File: config.mk
export PLATFORM = sky130hd
export DESIGN_NAME = joystick_scale_moving_average_unit
export DESIGN_NICKNAME = d
export VERILOG_FILES = /design/src/design/jsma_pkg.sv /design/src/design/joystick_scale_moving_average_unit.sv
export SDC_FILE = /design/constraint.sdc
export NUM_CORES = 1
export LEC_CHECK = 0
export BUFFER_PORTS_ARGS = -buffer_cell sky130_fd_sc_hd__buf_4
export CORE_MARGIN = 2
export CORE_UTILIZATION = 55
export CTS_CLUSTER_DIAMETER = 200
export CTS_CLUSTER_SIZE = 10
export DETAILED_ROUTE_END_ITERATION = 16
export HOLD_SLACK_MARGIN = 0.02
export PLACE_DENSITY_LB_ADDON = 0.2
export SYNTH_ARGS = -nofsm -noshare
export SYNTH_HDL_FRONTEND = slang
export SYNTH_SLANG_ARGS = --single-unit
File: constraint.sdc
create_clock -name clk -period 7.6 [get_ports clk]
set_input_delay 1.14 -clock clk [delete_from_list [all_inputs] [get_ports clk]]
set_output_delay 1.14 -clock clk [all_outputs]
set_load 0.02 [all_outputs]
File: src/design/jsma_pkg.sv
// shared types and constants for the joystick scale and moving average block
// no dependencies; imported by joystick_scale_moving_average_unit
package jsma_pkg;

  // raw sample and scaled value widths
  localparam int SAMPLE_W   = 16;
  localparam int SCALE_W    = 11;
  localparam int FULL_SCALE = 2047;

  // divider: numerator holds 2047 * 65535, quotient keeps one overflow bit
  localparam int NUM_W = SAMPLE_W + SCALE_W;
  localparam int QUO_W = SCALE_W + 1;
  localparam int CNT_W = $clog2(QUO_W);

  // channel numbering: pitch, roll, yaw, throttle
  localparam int NUM_CH = 4;
  localparam int CH_W   = 2;

  // register index: bits [2:1] pick the channel, bit 0 picks low or high
  localparam int CFG_IDX_W = 3;
  localparam logic CFG_SEL_LOW  = 1'b0;
  localparam logic CFG_SEL_HIGH = 1'b1;

  typedef logic [SAMPLE_W-1:0] sample_t;
  typedef logic [SCALE_W-1:0]  scaled_t;
  typedef logic [CH_W-1:0]     chan_t;

  // calibration reset values per channel
  localparam sample_t CAL_LOW_RST  [NUM_CH] = '{16'd3621, 16'd4949, 16'd5177, 16'd4179};
  localparam sample_t CAL_HIGH_RST [NUM_CH] = '{16'd59969, 16'd62432, 16'd62918, 16'd60996};

endpackage

File: src/design/joystick_scale_moving_average_unit.sv
// joystick calibration scaling with per-channel moving average
// depends on jsma_pkg; holds the sequencer, bit-serial divider and history memory

// One transfer on the input carries both samples of one converter; one transfer on
// the output follows with the two windowed averages. Each channel is scaled with a
// shared restoring divider that resolves one quotient bit per cycle, and the same
// divider then forms sum / WINDOW_LEN. Per channel the steps are range prep,
// numerator load, the scaling division, history update and the averaging division,
// so each item runs four serial divisions. The input is not ready again until the
// result has been loaded into the output register, so one item is worked on at a
// time. A finished result waits in the output register while the next item is worked
// on; the block stalls only if a second result is ready before the first was taken.
// The history is reset by per-entry valid bits, so there is no clearing pass after
// reset.
module joystick_scale_moving_average_unit
  import jsma_pkg::*;
#(
  parameter int WINDOW_LEN = 5
) (
  input  logic                 clk,
  input  logic                 rst_n,
  // input stream
  input  logic                 in_tvalid,
  output logic                 in_tready,
  input  logic [31:0]          in_tdata,   // first_sample[15:0], second_sample[31:16]
  input  logic                 in_tuser,   // converter
  // result stream
  output logic                 out_tvalid,
  input  logic                 out_tready,
  output logic [23:0]          out_tdata,  // first_average[10:0], second_average[21:11]
  output logic                 out_tuser,  // which_pair
  output logic                 out_tlast,  // round_done
  // configuration writes
  input  logic                 cfg_wr_en,
  input  logic [CFG_IDX_W-1:0] cfg_index,
  input  logic [SAMPLE_W-1:0]  cfg_wdata
);

  localparam int SLOT_W     = (WINDOW_LEN > 1) ? $clog2(WINDOW_LEN) : 1;
  localparam int HIST_DEPTH = NUM_CH * WINDOW_LEN;
  localparam int ADDR_W     = (HIST_DEPTH > 1) ? $clog2(HIST_DEPTH) : 1;
  localparam int SUM_MAX    = WINDOW_LEN * FULL_SCALE;
  localparam int SUM_W      = $clog2(SUM_MAX + 1);

  typedef enum logic [2:0] {
    S_IDLE,
    S_PREP,
    S_LOAD,
    S_SCALE,
    S_SUM,
    S_AVG,
    S_OUT
  } state_t;

  state_t               state_r;

  // captured item
  logic                 conv_r;
  logic                 sub_r;
  sample_t              smp_first_r;
  sample_t              smp_second_r;

  // calibration registers
  sample_t              cal_lo_r [NUM_CH];
  sample_t              cal_hi_r [NUM_CH];

  // window state
  logic [SUM_W-1:0]     sum_r [NUM_CH];
  logic [SLOT_W-1:0]    slot_r;
  logic [1:0]           rep_r;

  // range prep
  sample_t              dist_r;
  sample_t              span_r;

  // bit-serial divider
  logic [NUM_W-1:0]     rem_r;
  logic [NUM_W-1:0]     dvs_r;
  logic [QUO_W-1:0]     quo_r;
  logic [CNT_W-1:0]     cnt_r;

  scaled_t              avg0_r;

  // output register
  logic                 out_tvalid_r;
  logic [23:0]          out_tdata_r;
  logic                 out_tuser_r;
  logic                 out_tlast_r;

  // history memory with valid bits
  scaled_t              hist_mem [HIST_DEPTH];
  logic [HIST_DEPTH-1:0] hist_vld_r;
  scaled_t              hist_rd_r;
  logic                 hist_rd_vld_r;

  chan_t                ch;
  sample_t              cur_smp;
  sample_t              cur_lo;
  sample_t              cur_hi;
  sample_t              dist_val;
  sample_t              span_val;
  logic [NUM_W-1:0]     scale_num;
  logic [ADDR_W-1:0]    hist_addr;
  logic                 div_ge;
  logic [NUM_W-1:0]     rem_step;
  logic [QUO_W-1:0]     quo_step;
  logic                 div_last;
  scaled_t              scaled_v;
  scaled_t              old_v;
  logic [SUM_W-1:0]     sum_new;
  logic [1:0]           rep_new;
  logic                 round_end;
  logic                 out_free;

  // channel and operands of the current half of the item
  always_comb begin
    ch        = {conv_r, sub_r};
    cur_smp   = sub_r ? smp_second_r : smp_first_r;
    cur_lo    = cal_lo_r[ch];
    cur_hi    = cal_hi_r[ch];
    span_val  = (cur_hi >= cur_lo) ? (cur_hi - cur_lo) : (cur_lo - cur_hi);
    dist_val  = (cur_smp >= cur_lo) ? (cur_smp - cur_lo) : (cur_lo - cur_smp);
    // 2047 * dist as a shift and subtract
    scale_num = {dist_r, {SCALE_W{1'b0}}} - NUM_W'(dist_r);
    hist_addr = ADDR_W'(int'(ch) * WINDOW_LEN + int'(slot_r));
  end

  // one restoring step; a zero divisor sets every bit and so saturates
  always_comb begin
    div_ge   = (rem_r >= dvs_r);
    rem_step = div_ge ? (rem_r - dvs_r) : rem_r;
    quo_step = {quo_r[QUO_W-2:0], div_ge};
    div_last = (cnt_r == CNT_W'(QUO_W - 1));
  end

  // saturate the scaled value and update the running sum
  always_comb begin
    scaled_v  = quo_r[QUO_W-1] ? scaled_t'(FULL_SCALE) : quo_r[SCALE_W-1:0];
    old_v     = hist_rd_vld_r ? hist_rd_r : '0;
    sum_new   = sum_r[ch] - SUM_W'(old_v) + SUM_W'(scaled_v);
    rep_new   = rep_r;
    rep_new[conv_r] = 1'b1;
    round_end = rep_new[0] & rep_new[1];
    out_free  = !out_tvalid_r || out_tready;
  end

  // history storage, read registered
  always_ff @(posedge clk) begin
    if (state_r == S_PREP) begin
      hist_rd_r <= hist_mem[hist_addr];
    end
    if (state_r == S_SUM) begin
      hist_mem[hist_addr] <= scaled_v;
    end
  end

  // sequencer, state and registered outputs
  always_ff @(posedge clk) begin
    if (!rst_n) begin
      state_r       <= S_IDLE;
      out_tvalid_r  <= 1'b0;
      slot_r        <= '0;
      rep_r         <= '0;
      hist_vld_r    <= '0;
      hist_rd_vld_r <= 1'b0;
      conv_r        <= 1'b0;
      sub_r         <= 1'b0;
      for (int i = 0; i < NUM_CH; i++) begin
        sum_r[i]    <= '0;
        cal_lo_r[i] <= CAL_LOW_RST[i];
        cal_hi_r[i] <= CAL_HIGH_RST[i];
      end
    end else begin
      // configuration writes
      if (cfg_wr_en) begin
        if (cfg_index[0] == CFG_SEL_HIGH) begin
          cal_hi_r[cfg_index[2:1]] <= cfg_wdata;
        end else begin
          cal_lo_r[cfg_index[2:1]] <= cfg_wdata;
        end
      end

      // result taken downstream, unless the output step loads the next one
      if (out_tvalid_r && out_tready && state_r != S_OUT) begin
        out_tvalid_r <= 1'b0;
      end

      case (state_r)
        S_IDLE: begin
          if (in_tvalid) begin
            conv_r       <= in_tuser;
            smp_first_r  <= in_tdata[15:0];
            smp_second_r <= in_tdata[31:16];
            sub_r        <= 1'b0;
            state_r      <= S_PREP;
          end
        end
        S_PREP: begin
          dist_r        <= dist_val;
          span_r        <= span_val;
          hist_rd_vld_r <= hist_vld_r[hist_addr];
          state_r       <= S_LOAD;
        end
        S_LOAD: begin
          rem_r   <= scale_num;
          dvs_r   <= NUM_W'(span_r) << (QUO_W - 1);
          quo_r   <= '0;
          cnt_r   <= '0;
          state_r <= S_SCALE;
        end
        S_SCALE: begin
          rem_r <= rem_step;
          dvs_r <= dvs_r >> 1;
          quo_r <= quo_step;
          cnt_r <= cnt_r + 1'b1;
          if (div_last) begin
            state_r <= S_SUM;
          end
        end
        S_SUM: begin
          sum_r[ch]             <= sum_new;
          hist_vld_r[hist_addr] <= 1'b1;
          rem_r                 <= NUM_W'(sum_new);
          dvs_r                 <= NUM_W'(WINDOW_LEN) << (QUO_W - 1);
          quo_r                 <= '0;
          cnt_r                 <= '0;
          state_r               <= S_AVG;
        end
        S_AVG: begin
          rem_r <= rem_step;
          dvs_r <= dvs_r >> 1;
          quo_r <= quo_step;
          cnt_r <= cnt_r + 1'b1;
          if (div_last) begin
            if (!sub_r) begin
              avg0_r  <= quo_step[SCALE_W-1:0];
              sub_r   <= 1'b1;
              state_r <= S_PREP;
            end else begin
              state_r <= S_OUT;
            end
          end
        end
        S_OUT: begin
          if (out_free) begin
            out_tvalid_r <= 1'b1;
            out_tdata_r  <= {2'b00, quo_r[SCALE_W-1:0], avg0_r};
            out_tuser_r  <= conv_r;
            out_tlast_r  <= round_end;
            if (round_end) begin
              rep_r  <= '0;
              slot_r <= (slot_r == SLOT_W'(WINDOW_LEN - 1)) ? '0 : slot_r + 1'b1;
            end else begin
              rep_r  <= rep_new;
            end
            state_r <= S_IDLE;
          end
        end
        default: begin
          state_r <= S_IDLE;
        end
      endcase
    end
  end

  assign in_tready  = (state_r == S_IDLE);
  assign out_tvalid = out_tvalid_r;
  assign out_tdata  = out_tdata_r;
  assign out_tuser  = out_tuser_r;
  assign out_tlast  = out_tlast_r;

  // running sum of the active channel never exceeds a full window
  a_sum_bound: assert property (@(posedge clk) disable iff (!rst_n)
    int'(sum_r[ch]) <= SUM_MAX)
    else $error("running sum beyond window maximum");

  // a finished round always clears both report flags
  a_rep_cleared: assert property (@(posedge clk) disable iff (!rst_n)
    !(rep_r[0] && rep_r[1]))
    else $error("both pair flags left set");

  // window slot stays inside the window
  a_slot_range: assert property (@(posedge clk) disable iff (!rst_n)
    int'(slot_r) < WINDOW_LEN)
    else $error("window slot out of range");

  // a transfer in starts work and drops ready
  a_busy_after_accept: assert property (@(posedge clk) disable iff (!rst_n)
    (in_tvalid && in_tready) |=> !in_tready)
    else $error("ready held after input transfer");

  // a new result appears only from the output step
  a_result_source: assert property (@(posedge clk) disable iff (!rst_n)
    $rose(out_tvalid) |-> $past(state_r == S_OUT))
    else $error("result raised outside output step");

endmodule

Word level (Yosys, flattened, before mapping):

Memory sizes are Yosys's and may differ from the RTL's. A register that Yosys moved wholly into a read port is not among the register bits.
Index checks and enable logic that the tools add are counted.

* logic and storage cells: 140
* bits in registers: 201
* output and inout bits: 28
* RAM bits: 404
* memories kept: 4
* input bits: 57

Memory list
* hist_mem: depth 20, width 11, rd ports 1, clocked after memory_dff 1, write ports 1, line joystick_scale_moving_average_unit.sv:91 `scaled_t hist_mem [HIST_DEPTH];`
* cal_hi_r: depth 4, width 16, rd ports 1, clocked after memory_dff 0, write ports 4, line joystick_scale_moving_average_unit.sv:65 `sample_t cal_hi_r [NUM_CH];`
* cal_lo_r: depth 4, width 16, rd ports 1, clocked after memory_dff 0, write ports 4, line joystick_scale_moving_average_unit.sv:64 `sample_t cal_lo_r [NUM_CH];`
* sum_r: depth 4, width 14, rd ports 1, clocked after memory_dff 0, write ports 4, line joystick_scale_moving_average_unit.sv:68 `logic [SUM_W-1:0] sum_r [NUM_CH];`

* add/subtract/negate cells: 11
* multiply operators: 1
* $lt $le $gt $ge: 7
* muxes and demuxes: 52
* equal/unequal tests: 14
* bitwise operators: 4
* reduce and logical (&&, ||, !) cells: 27

Operator list (count)
* case mux 27 bit (3 select lines): 2
* two-way mux 16 bit: 5
* subtractor 16 bit: 4
* >= comparator 16 bit: 2
* OR reduction 16 bit: 2
* >= comparator 27 bit: 1
* two-way mux 27 bit: 1
* subtractor 27 x 16 -> 27 bit: 1
* subtractor 27 bit: 1
* two-way mux 1 bit: 24
* case mux 12 bit (2 select lines): 1
* two-way mux 11 bit: 2
* case mux 3 bit (7 select lines): 1
* OR 20 bit: 1
* two-way mux 3 bit: 6
* AND reduction 3 bit: 5
* adder 14 x 11 -> 14 bit: 1
* two-way mux 14 bit: 1
* OR reduction 14 bit: 1
* subtractor 14 x 11 -> 14 bit: 1
* equality test 3 bit, second input constant: 4
* AND reduction 2 bit: 5
* two-way mux 2 bit: 4
* != test 2 bit, second input constant: 4
* other kinds (29): 36

Depth between registers and ports, before layout:

Gate-level depths: netlist of run 1.

* depth in word-level cells: 7
* mapped depth: 17

Least setup slack after synthesis of run 1:

Ideal clock, no wire load.

* path kind: input to register
* from: in rst_n
* to: reg rem_r[0], enable pin
* setup slack: 2.640 ns
* arrival: 4.508 ns
* stages on the path: 4
* required time: 7.147 ns
* library setup time: 0.453 ns
* path through: clkbuf_1 -> clkbuf_1 -> and2_1 -> a21boi_0

* cells in the longest elaborated chain, start to end: 1

Ends and longest elaborated chain
* start, declared: line joystick_scale_moving_average_unit.sv:21 `input logic rst_n,`
* AND reduction 3 bit (no line)
* end signal, assigned: line joystick_scale_moving_average_unit.sv:205 `rem_r <= scale_num;`
* end signal, assigned: line joystick_scale_moving_average_unit.sv:212 `rem_r <= rem_step;`
* end signal, assigned: line joystick_scale_moving_average_unit.sv:223 `rem_r <= NUM_W'(sum_new);`
* end, declared: line joystick_scale_moving_average_unit.sv:77 `logic [NUM_W-1:0] rem_r;`

Every way passes these cells.
A chain may end at the register's enable or synchronous reset.

Final worst setup path of run 1:

* from: reg sub_r
* to: reg span_r[10], data pin

* cells in the longest elaborated chain, start to end: 3
* elaborated cells on any way between the ends: 6

Ends and longest elaborated chain
* start, declared: line joystick_scale_moving_average_unit.sv:59 `logic sub_r;`
* start signal, assigned: line joystick_scale_moving_average_unit.sv:167 `sub_r <= 1'b0;`
* start signal, assigned: line joystick_scale_moving_average_unit.sv:194 `sub_r <= 1'b0;`
* start signal, assigned: line joystick_scale_moving_average_unit.sv:237 `sub_r <= 1'b1;`
* memory (4 x 16 bit), on equally long branches
* subtractor 16 bit or >= comparator 16 bit (tied branches): line joystick_scale_moving_average_unit.sv:121 `span_val = (cur_hi >= cur_lo) ? (cur_hi - cur_lo) : (cur_lo - cur_hi);`
* two-way mux 16 bit *: line joystick_scale_moving_average_unit.sv:121
* named net span_val[10]: line joystick_scale_moving_average_unit.sv:101 `sample_t span_val;`
* end signal, assigned: line joystick_scale_moving_average_unit.sv:200 `span_r <= span_val;`
* end, declared: line joystick_scale_moving_average_unit.sv:74 `sample_t span_r;`

The timed path passes the listed nets; every way through them passes the cells marked *.

==> run_results.csv, run 1 <==
group,metric,value,unit
grt,track_usage,0.262,
finish,fin_nets,2571,
clock_tree,cts_sinks,616,
synth,avgSynthCellArea,13.3,um2
floorplanning,fp.coreArea,0.0549,mm2
sta,grt_setup_unrepaired,"no",
finish,drive_gt1_frac,0.149,
place,routabilityCongestion,0.927,
finish,antenna_cells,0,
critical_path,path_max_fanout,39,
synth,synth_cell_types,83,
synth,synth-edff-count,584,
clock_tree,cts_buffers,71,
clock_tree,root_buffer,"clkbuf_16",
power,power.leakage,12.2,nW
synth,synth_flop_cell,"edfxtp_1",
sta,period_share,0.656,
finish,syn_to_final_growth,11.2,%
power,power_frac_clock,0.268,
power,power_density,344,mW/mm2
sta,finalWorstSetupSlack,2610,ps
synth,ys_seq_area_frac,0.597,
grt,grt_pass1_vias,18966,
sta,min_period,4990,ps
power,netSwitchingFraction,0.354,
grt,antenna_found_initial,1,
synth,synth_area,0.0305,mm2
clock_tree,clk_path_buf_depth,3,
floorplanning,die_height,239,um
sta,skew,19.8,ps
critical_path,crit_buf_inv,1,
power,combPwrFrac,0.343,
floorplanning,die_area,0.0573,mm2
power,peakVddDrop,203,uV
sta,hold_viol,0,
clock_tree,cts_setup_buffers,0,
synth,synth_area_leaders,"edfxtp_1 58%, mux4_2 7.8%, ha_1 4.8%",
synth,synthCells,2293,
floorplanning,start_util,0.555,
clock_tree,cts-resized-gates,0,
critical_path,crit_chain,"buf_4 -> mux4_2 -> ha_1 -> fa_1 -> nor2b_1 -> o21ai_0 -> nand4b_1 -> a21boi_1 -> o31a_2 -> a2111oi_0 -> a21oi_1 -> xor2_1",
floorplanning,fp-row-count,86,
synth,synth_area_leader_cell,"edfxtp_1",
grt,grt_pass1_wl,113,mm
synth,netlist.area_leader.share,0.576,
clock_tree,clkTransAtPathRegs,60,ps
critical_path,startpoint_type,"flip-flop",
clock_tree,cts_tree,"built",
clock_tree,ctsHtreeMaxLevel,3,
place,portBuffers,82,
sta,worst_pin_slew,1230,ps
routing,ant_nets,0,
place,post-place-ws,2630,ps
routing,wl,73.7,mm
sta,fin_tns_setup,0,ps
place,hpwlAfterDp,51.3,mm
power,pwr-share-seq,0.389,
synth,yosys_warnings,0,
routing,drc,0,
clock_tree,clock_latency,610,ps
sta,slew_headroom,0.178,
grt,grt_max_degree,49,
routing,via_per_inst,6.06,
floorplanning,ios,85,
power,power.internal,0.00752,W
floorplanning,die_x,239,um
routing,drtIter0Drc,1740,
synth,synthArstFlopShare,0,
sta,setup_violations,0,
sta,fmax,201,MHz
power,switching_power,0.00413,W
sta,slew_violations,0,
critical_path,cp.required,7940,ps
clock_tree,cts_hold_buf,0,
critical_path,crit_path_end_kind,"flip-flop",
grt,overflow,0,
min_path,hold_path_class,"reg -> reg",
critical_path,arrival,5320,ps
job,drv_cap,0,
critical_path,max_stage_delay,840,ps
routing,num_vias,18930,
routing,wl_per_cell,23.6,um
routing,dr.pass1.iters,5,
outcome,status,"finished clean",
critical_path,cp_slowest_cell,"dfxtp_4",
synth,ys_seq_elements,616,
critical_path,cpLargestDelayFamily,"compound AO/OA/AOI/OAI gates",
critical_path,worstSetupPathType,"reg -> reg",
==> routing by layer <==
layer | wire length [um] | GRT usage | part of all wire
met1 | 32200 | 0.375 | 0.44
met2 | 34700 | 0.419 | 0.47
met3 | 4950 | 0.0366 | 0.067
met4 | 1820 | 0.0820 | 0.025
met5 | 13 | 0 | 0.00018
==> layout by cell type (no fill, tap or decap), drive strengths merged, types with 6 or more instances in the layout <==
cell / netlist / final
nand3: 31 / 31
nor2b: 15 / 15
a21o: 38 / 38
ha: 118 / 118
nor3: 35 / 35
o22ai: 20 / 20
a22oi: 16 / 16
nand4: 16 / 16
xor2: 38 / 38
buf: 41 / 124
mux2: 16 / 16
o31ai: 7 / 7
a31oi: 15 / 15
nor2: 213 / 213
nand2b: 44 / 44
or2: 10 / 10
mux4: 106 / 106
dfxtp: 32 / 32
fa: 17 / 17
nand2: 102 / 102
mux2i: 41 / 41
and2: 87 / 87
o21ai: 101 / 101
o211ai: 8 / 8
o21bai: 13 / 13
a211oi: 12 / 12
and3: 20 / 20
a21oi: 93 / 93
xnor2: 52 / 52
o221ai: 12 / 12
inv: 164 / 166
o21a: 10 / 10
or3: 38 / 38
clkbuf: 71 / 109
a21boi: 6 / 6
edfxtp: 584 / 584
==> path summary, 6_finish.rpt <==
kind              startpoint      endpoint  slack [ps]  cells past startpoint
hold reg to reg    avg0_r[5]  out_tdata[5]         410                      0
setup / recovery       sub_r    span_r[10]        2610                     12
setup reg to reg       sub_r    span_r[10]        2610                     12
hold / removal     avg0_r[5]  out_tdata[5]         410                      0
==> power by group through the flow <==
stage | Sequential (W) | Clock [W] | Combinational [W]
after global routing | 0.00456 | 0.00329 | 0.00436
after detailed placement | 0.00459 | 0 | 0.00392
after CTS | 0.00453 | 0.00317 | 0.00396
after floorplan | 0.00448 | 0 | 0.00283
final | 0.00452 | 0.00312 | 0.00400
after global placement | 0.00458 | 0 | 0.00388
==> cell families after synthesis <==
logic type                 synth area share
and+or+nand+nor                       0.103
other                              0.000123
xor gates and xnor gates             0.0259
DFF                                   0.597
AOI/OAI and AO/OA                    0.0807
muxes                                0.0977
adders and majority gates            0.0596
buffers and inverters                0.0367
==> layout make-up <==
class                      instances  area (um2)
tap                              704         881
inverter                         165         619
fill                            4234       21000
sequential                       616       18200
timing repair buffer             124         931
multi-input combinational       1401       11200
clock inverter                     6         121
clock buffer                     109        1940
==> Yosys cell counts (14+ instances only) <==
cell	instances
xor2_1	38
nand2b_1	44
nand4_1	14
xnor2_1	52
ha_1	118
a31oi_1	14
mux2i_1	41
inv_1	163
a21oi_1	90
a22oi_1	16
nand2_1	102
a21o_1	38
mux2_2	16
nor2_1	212
fa_1	17
o22ai_1	20
nor2b_1	15
o21ai_0	95
nand3_1	31
and2_1	87
dfxtp_1	32
clkbuf_1	70
mux4_2	106
or3_1	37
buf_2	32
and3_1	20
nor3_1	33
edfxtp_1	584
==> registers in the layout, indices dropped and copies added, names as in the netlist, 2 cells and up <==
register,count
rep_r,2
dist_r,16
span_r,16
cal_lo_r,64
hist_rd_r,11
cnt_r,4
rem_r,27
slot_r,3
avg0_r,11
hist_mem,220
quo_r,12
cal_hi_r,64
state_r,3
dvs_r,27
hist_vld_r,20
smp_second_r,16
out_tdata,22
sum_r,56
smp_first_r,16
==> per-stage QoR <==
stage	area [um2]	hold WS, ps	std cells	power (W)	util
after global placement	31800	401	3010	0.00846	0.580
after global routing	33900	431	3125	0.0122	0.618
final	33900	407	3125	0.0116	0.618
after CTS	33900	407	3125	0.0116	0.618
after floorplan	30500	400	2294	0.00732	-
after detailed placement	31800	405	3010	0.00852	0.580
Power figures use the tool's default switching activity.
==> run 2: changes to the inputs <==
Clock period 7.6 ns to 4.9 ns, I/O delays scaled along.
==> run 2 against run 1 <==
Effect of this change: die area unchanged; critical path depth increased by 2; sequential power increased by 55%; hold slack got worse by 120 ps; global-route usage decreased by 0.074 points; flip-flop and latch count unchanged; combinational power increased by 55%; setup slack got worse by 2000 ps; first-iteration DRC count increased by 30%; sequential share of layout area decreased by 0.28 points; cell count increased by 0.48%; via count increased by 0.79%; largest cell class unchanged; largest power group unchanged.
==> run_results.csv, run 2 (same netlist as run 1, synthesis figures left out) <==
group,metric,value,unit
sta,grt_setup_unrepaired,"no",
routing,ant_nets,0,
critical_path,cpLargestDelayFamily,"compound AO/OA/AOI/OAI gates",
grt,overflow,0,
critical_path,reg2reg_slack,600,ps
sta,slew_headroom,0.240,
power,power.leakage,12.3,nW
power,power_density,531,mW/mm2
finish,fillers,4139,
critical_path,crit_chain,"buf_12 -> mux4_2 -> inv_1 -> fa_1 -> inv_1 -> ha_1 -> nor2b_1 -> o21ai_0 -> a21boi_0 -> o21a_1 -> o21ai_0 -> nand2b_1 -> xnor2_1 -> o21ai_0",
clock_tree,cts-resized-gates,0,
power,peakVddDrop,305,uV
critical_path,worstSetupPathType,"reg -> reg",
clock_tree,clock_latency,630,ps
clock_tree,cts_sinks,616,
floorplanning,start_util,0.555,
clock_tree,cts_tree,"built",
min_path,hold_path_class,"in -> reg",
place,portBuffers,82,
routing,wl,73.7,mm
floorplanning,fp.coreArea,0.0549,mm2
routing,drtIter0Drc,2267,
job,drv_cap,0,
routing,num_vias,19080,
critical_path,max_stage_delay,650,ps
routing,wl_per_cell,23.5,um
clock_tree,clkTransAtPathRegs,60,ps
clock_tree,root_buffer,"clkbuf_16",
finish,drive_gt1_frac,0.154,
floorplanning,die_area,0.0573,mm2
critical_path,cp.required,5240,ps
routing,dr.pass1.iters,6,
routing,via_per_inst,6.08,
grt,grt_pass1_vias,18911,
floorplanning,die_height,239,um
sta,holdWs,291,ps
sta,worst_pin_slew,1140,ps
finish,fin_nets,2584,
finish,largest_reg_flops,220,
critical_path,crit_path_end_kind,"flip-flop",
clock_tree,cts_hold_buf,0,
clock_tree,cts_buffers,71,
finish,final_cell_mix,"584 x edfxtp_1, 211 x nor2_1, 163 x inv_1",
grt,grt_max_degree,50,
critical_path,startpoint_type,"flip-flop",
finish,syn_to_final_growth,11.8,%
finish,antenna_cells,0,
sta,hold_viol,0,
finish,reg_top3,"hist_mem x220, cal_hi_r x64, cal_lo_r x64",
sta,skew,31.3,ps
clock_tree,ctsHtreeMaxLevel,3,
clock_tree,clk_path_buf_depth,3,
sta,fmax,233,MHz
floorplanning,die_x,239,um
grt,grt_pass1_wl,113,mm
sta,slew_violations,0,
sta,setup_violations,0,
floorplanning,ios,85,
critical_path,arrival,4640,ps
sta,period_share,0.877,
grt,antenna_found_initial,2,
place,hpwlAfterDp,51.5,mm
finish,final_common_cell,"edfxtp_1",
sta,fin_tns_setup,0,ps
clock_tree,cts_setup_buffers,0,
critical_path,crit_buf_inv,3,
critical_path,cp_slowest_cell,"dfxtp_4",
sta,min_period,4300,ps
floorplanning,fp-row-count,86,
finish,final_util,0.621,
place,routabilityCongestion,0.953,
grt,track_usage,0.261,
finish,regMostFlops,"hist_mem",
outcome,status,"finished clean",
critical_path,path_common_cell,"o21ai_0",
critical_path,path_max_fanout,21,
routing,drc,0,
## run 2: changes by cell type in the layout (fill, tap and decap cells not counted), sizes merged
cell / before / now
clkinv: 4 / 5
inv: 166 / 167
buf: 124 / 137
## run 2: final cells by class
cell class | count | area [um2] | share of cell area
clock buffer | 109 | 1920 | 0.0563
clock inverter | 8 | 174 | 0.00511
inverter | 165 | 619 | 0.0182
multi-input combinational | 1401 | 11200 | 0.329
sequential | 616 | 18200 | 0.534
tap | 704 | 881 | 0.0259
timing repair buffer | 137 | 1080 | 0.0317
## run 2: worst paths after layout
kind / from / endpoint / depth (start not counted)
min reg2reg: avg0_r[1] / out_tdata[1] / 0
max reg2reg: sub_r / rem_r[8] / 14
min: in_tdata[17] / smp_second_r[1] / 1
max: sub_r / rem_r[8] / 14
## run 2: per-stage QoR
step	std cells	worst slack, ps	power (W)	instance area [um2]
after floorplan	2294	345	0.0113	30500
after global placement	3023	744	0.0131	32000
after detailed placement	3023	628	0.0132	32000
after CTS	3140	628	0.0181	34100
after global routing	3140	329	0.0190	34100
final	3140	603	0.0181	34100
## run 2: worst register-to-register path, delay by kind of cell (launching register included)
kind,cells,cell delay [ps]
muxes,1,530
xor gates and xnor gates,1,530
and+or+nand+nor,2,230
AOI/OAI and AO/OA,5,1020
DFF,1,650
buffers and inverters,3,410
adders and majority gates,2,660
## run 2: power breakdown
group	switching, W	leakage [nW]	total [W]	internal, W
logic	0.00401	5.63	0.00620	0.00219
clock network	0.00209	0.994	0.00486	0.00277
registers	0.000304	5.70	0.00702	0.00672
total	0.00640	12.3	0.0181	0.0117
## run 2: routing by layer
layer | global-route usage | vias up | share of wire
met1 | 0.382 | 9483 | 0.43
met5 | 0 | - | 0.00031
li1 | - | 8676 | -
met4 | 0.0729 | 4 | 0.020
met3 | 0.0439 | 118 | 0.077
met2 | 0.408 | 799 | 0.47
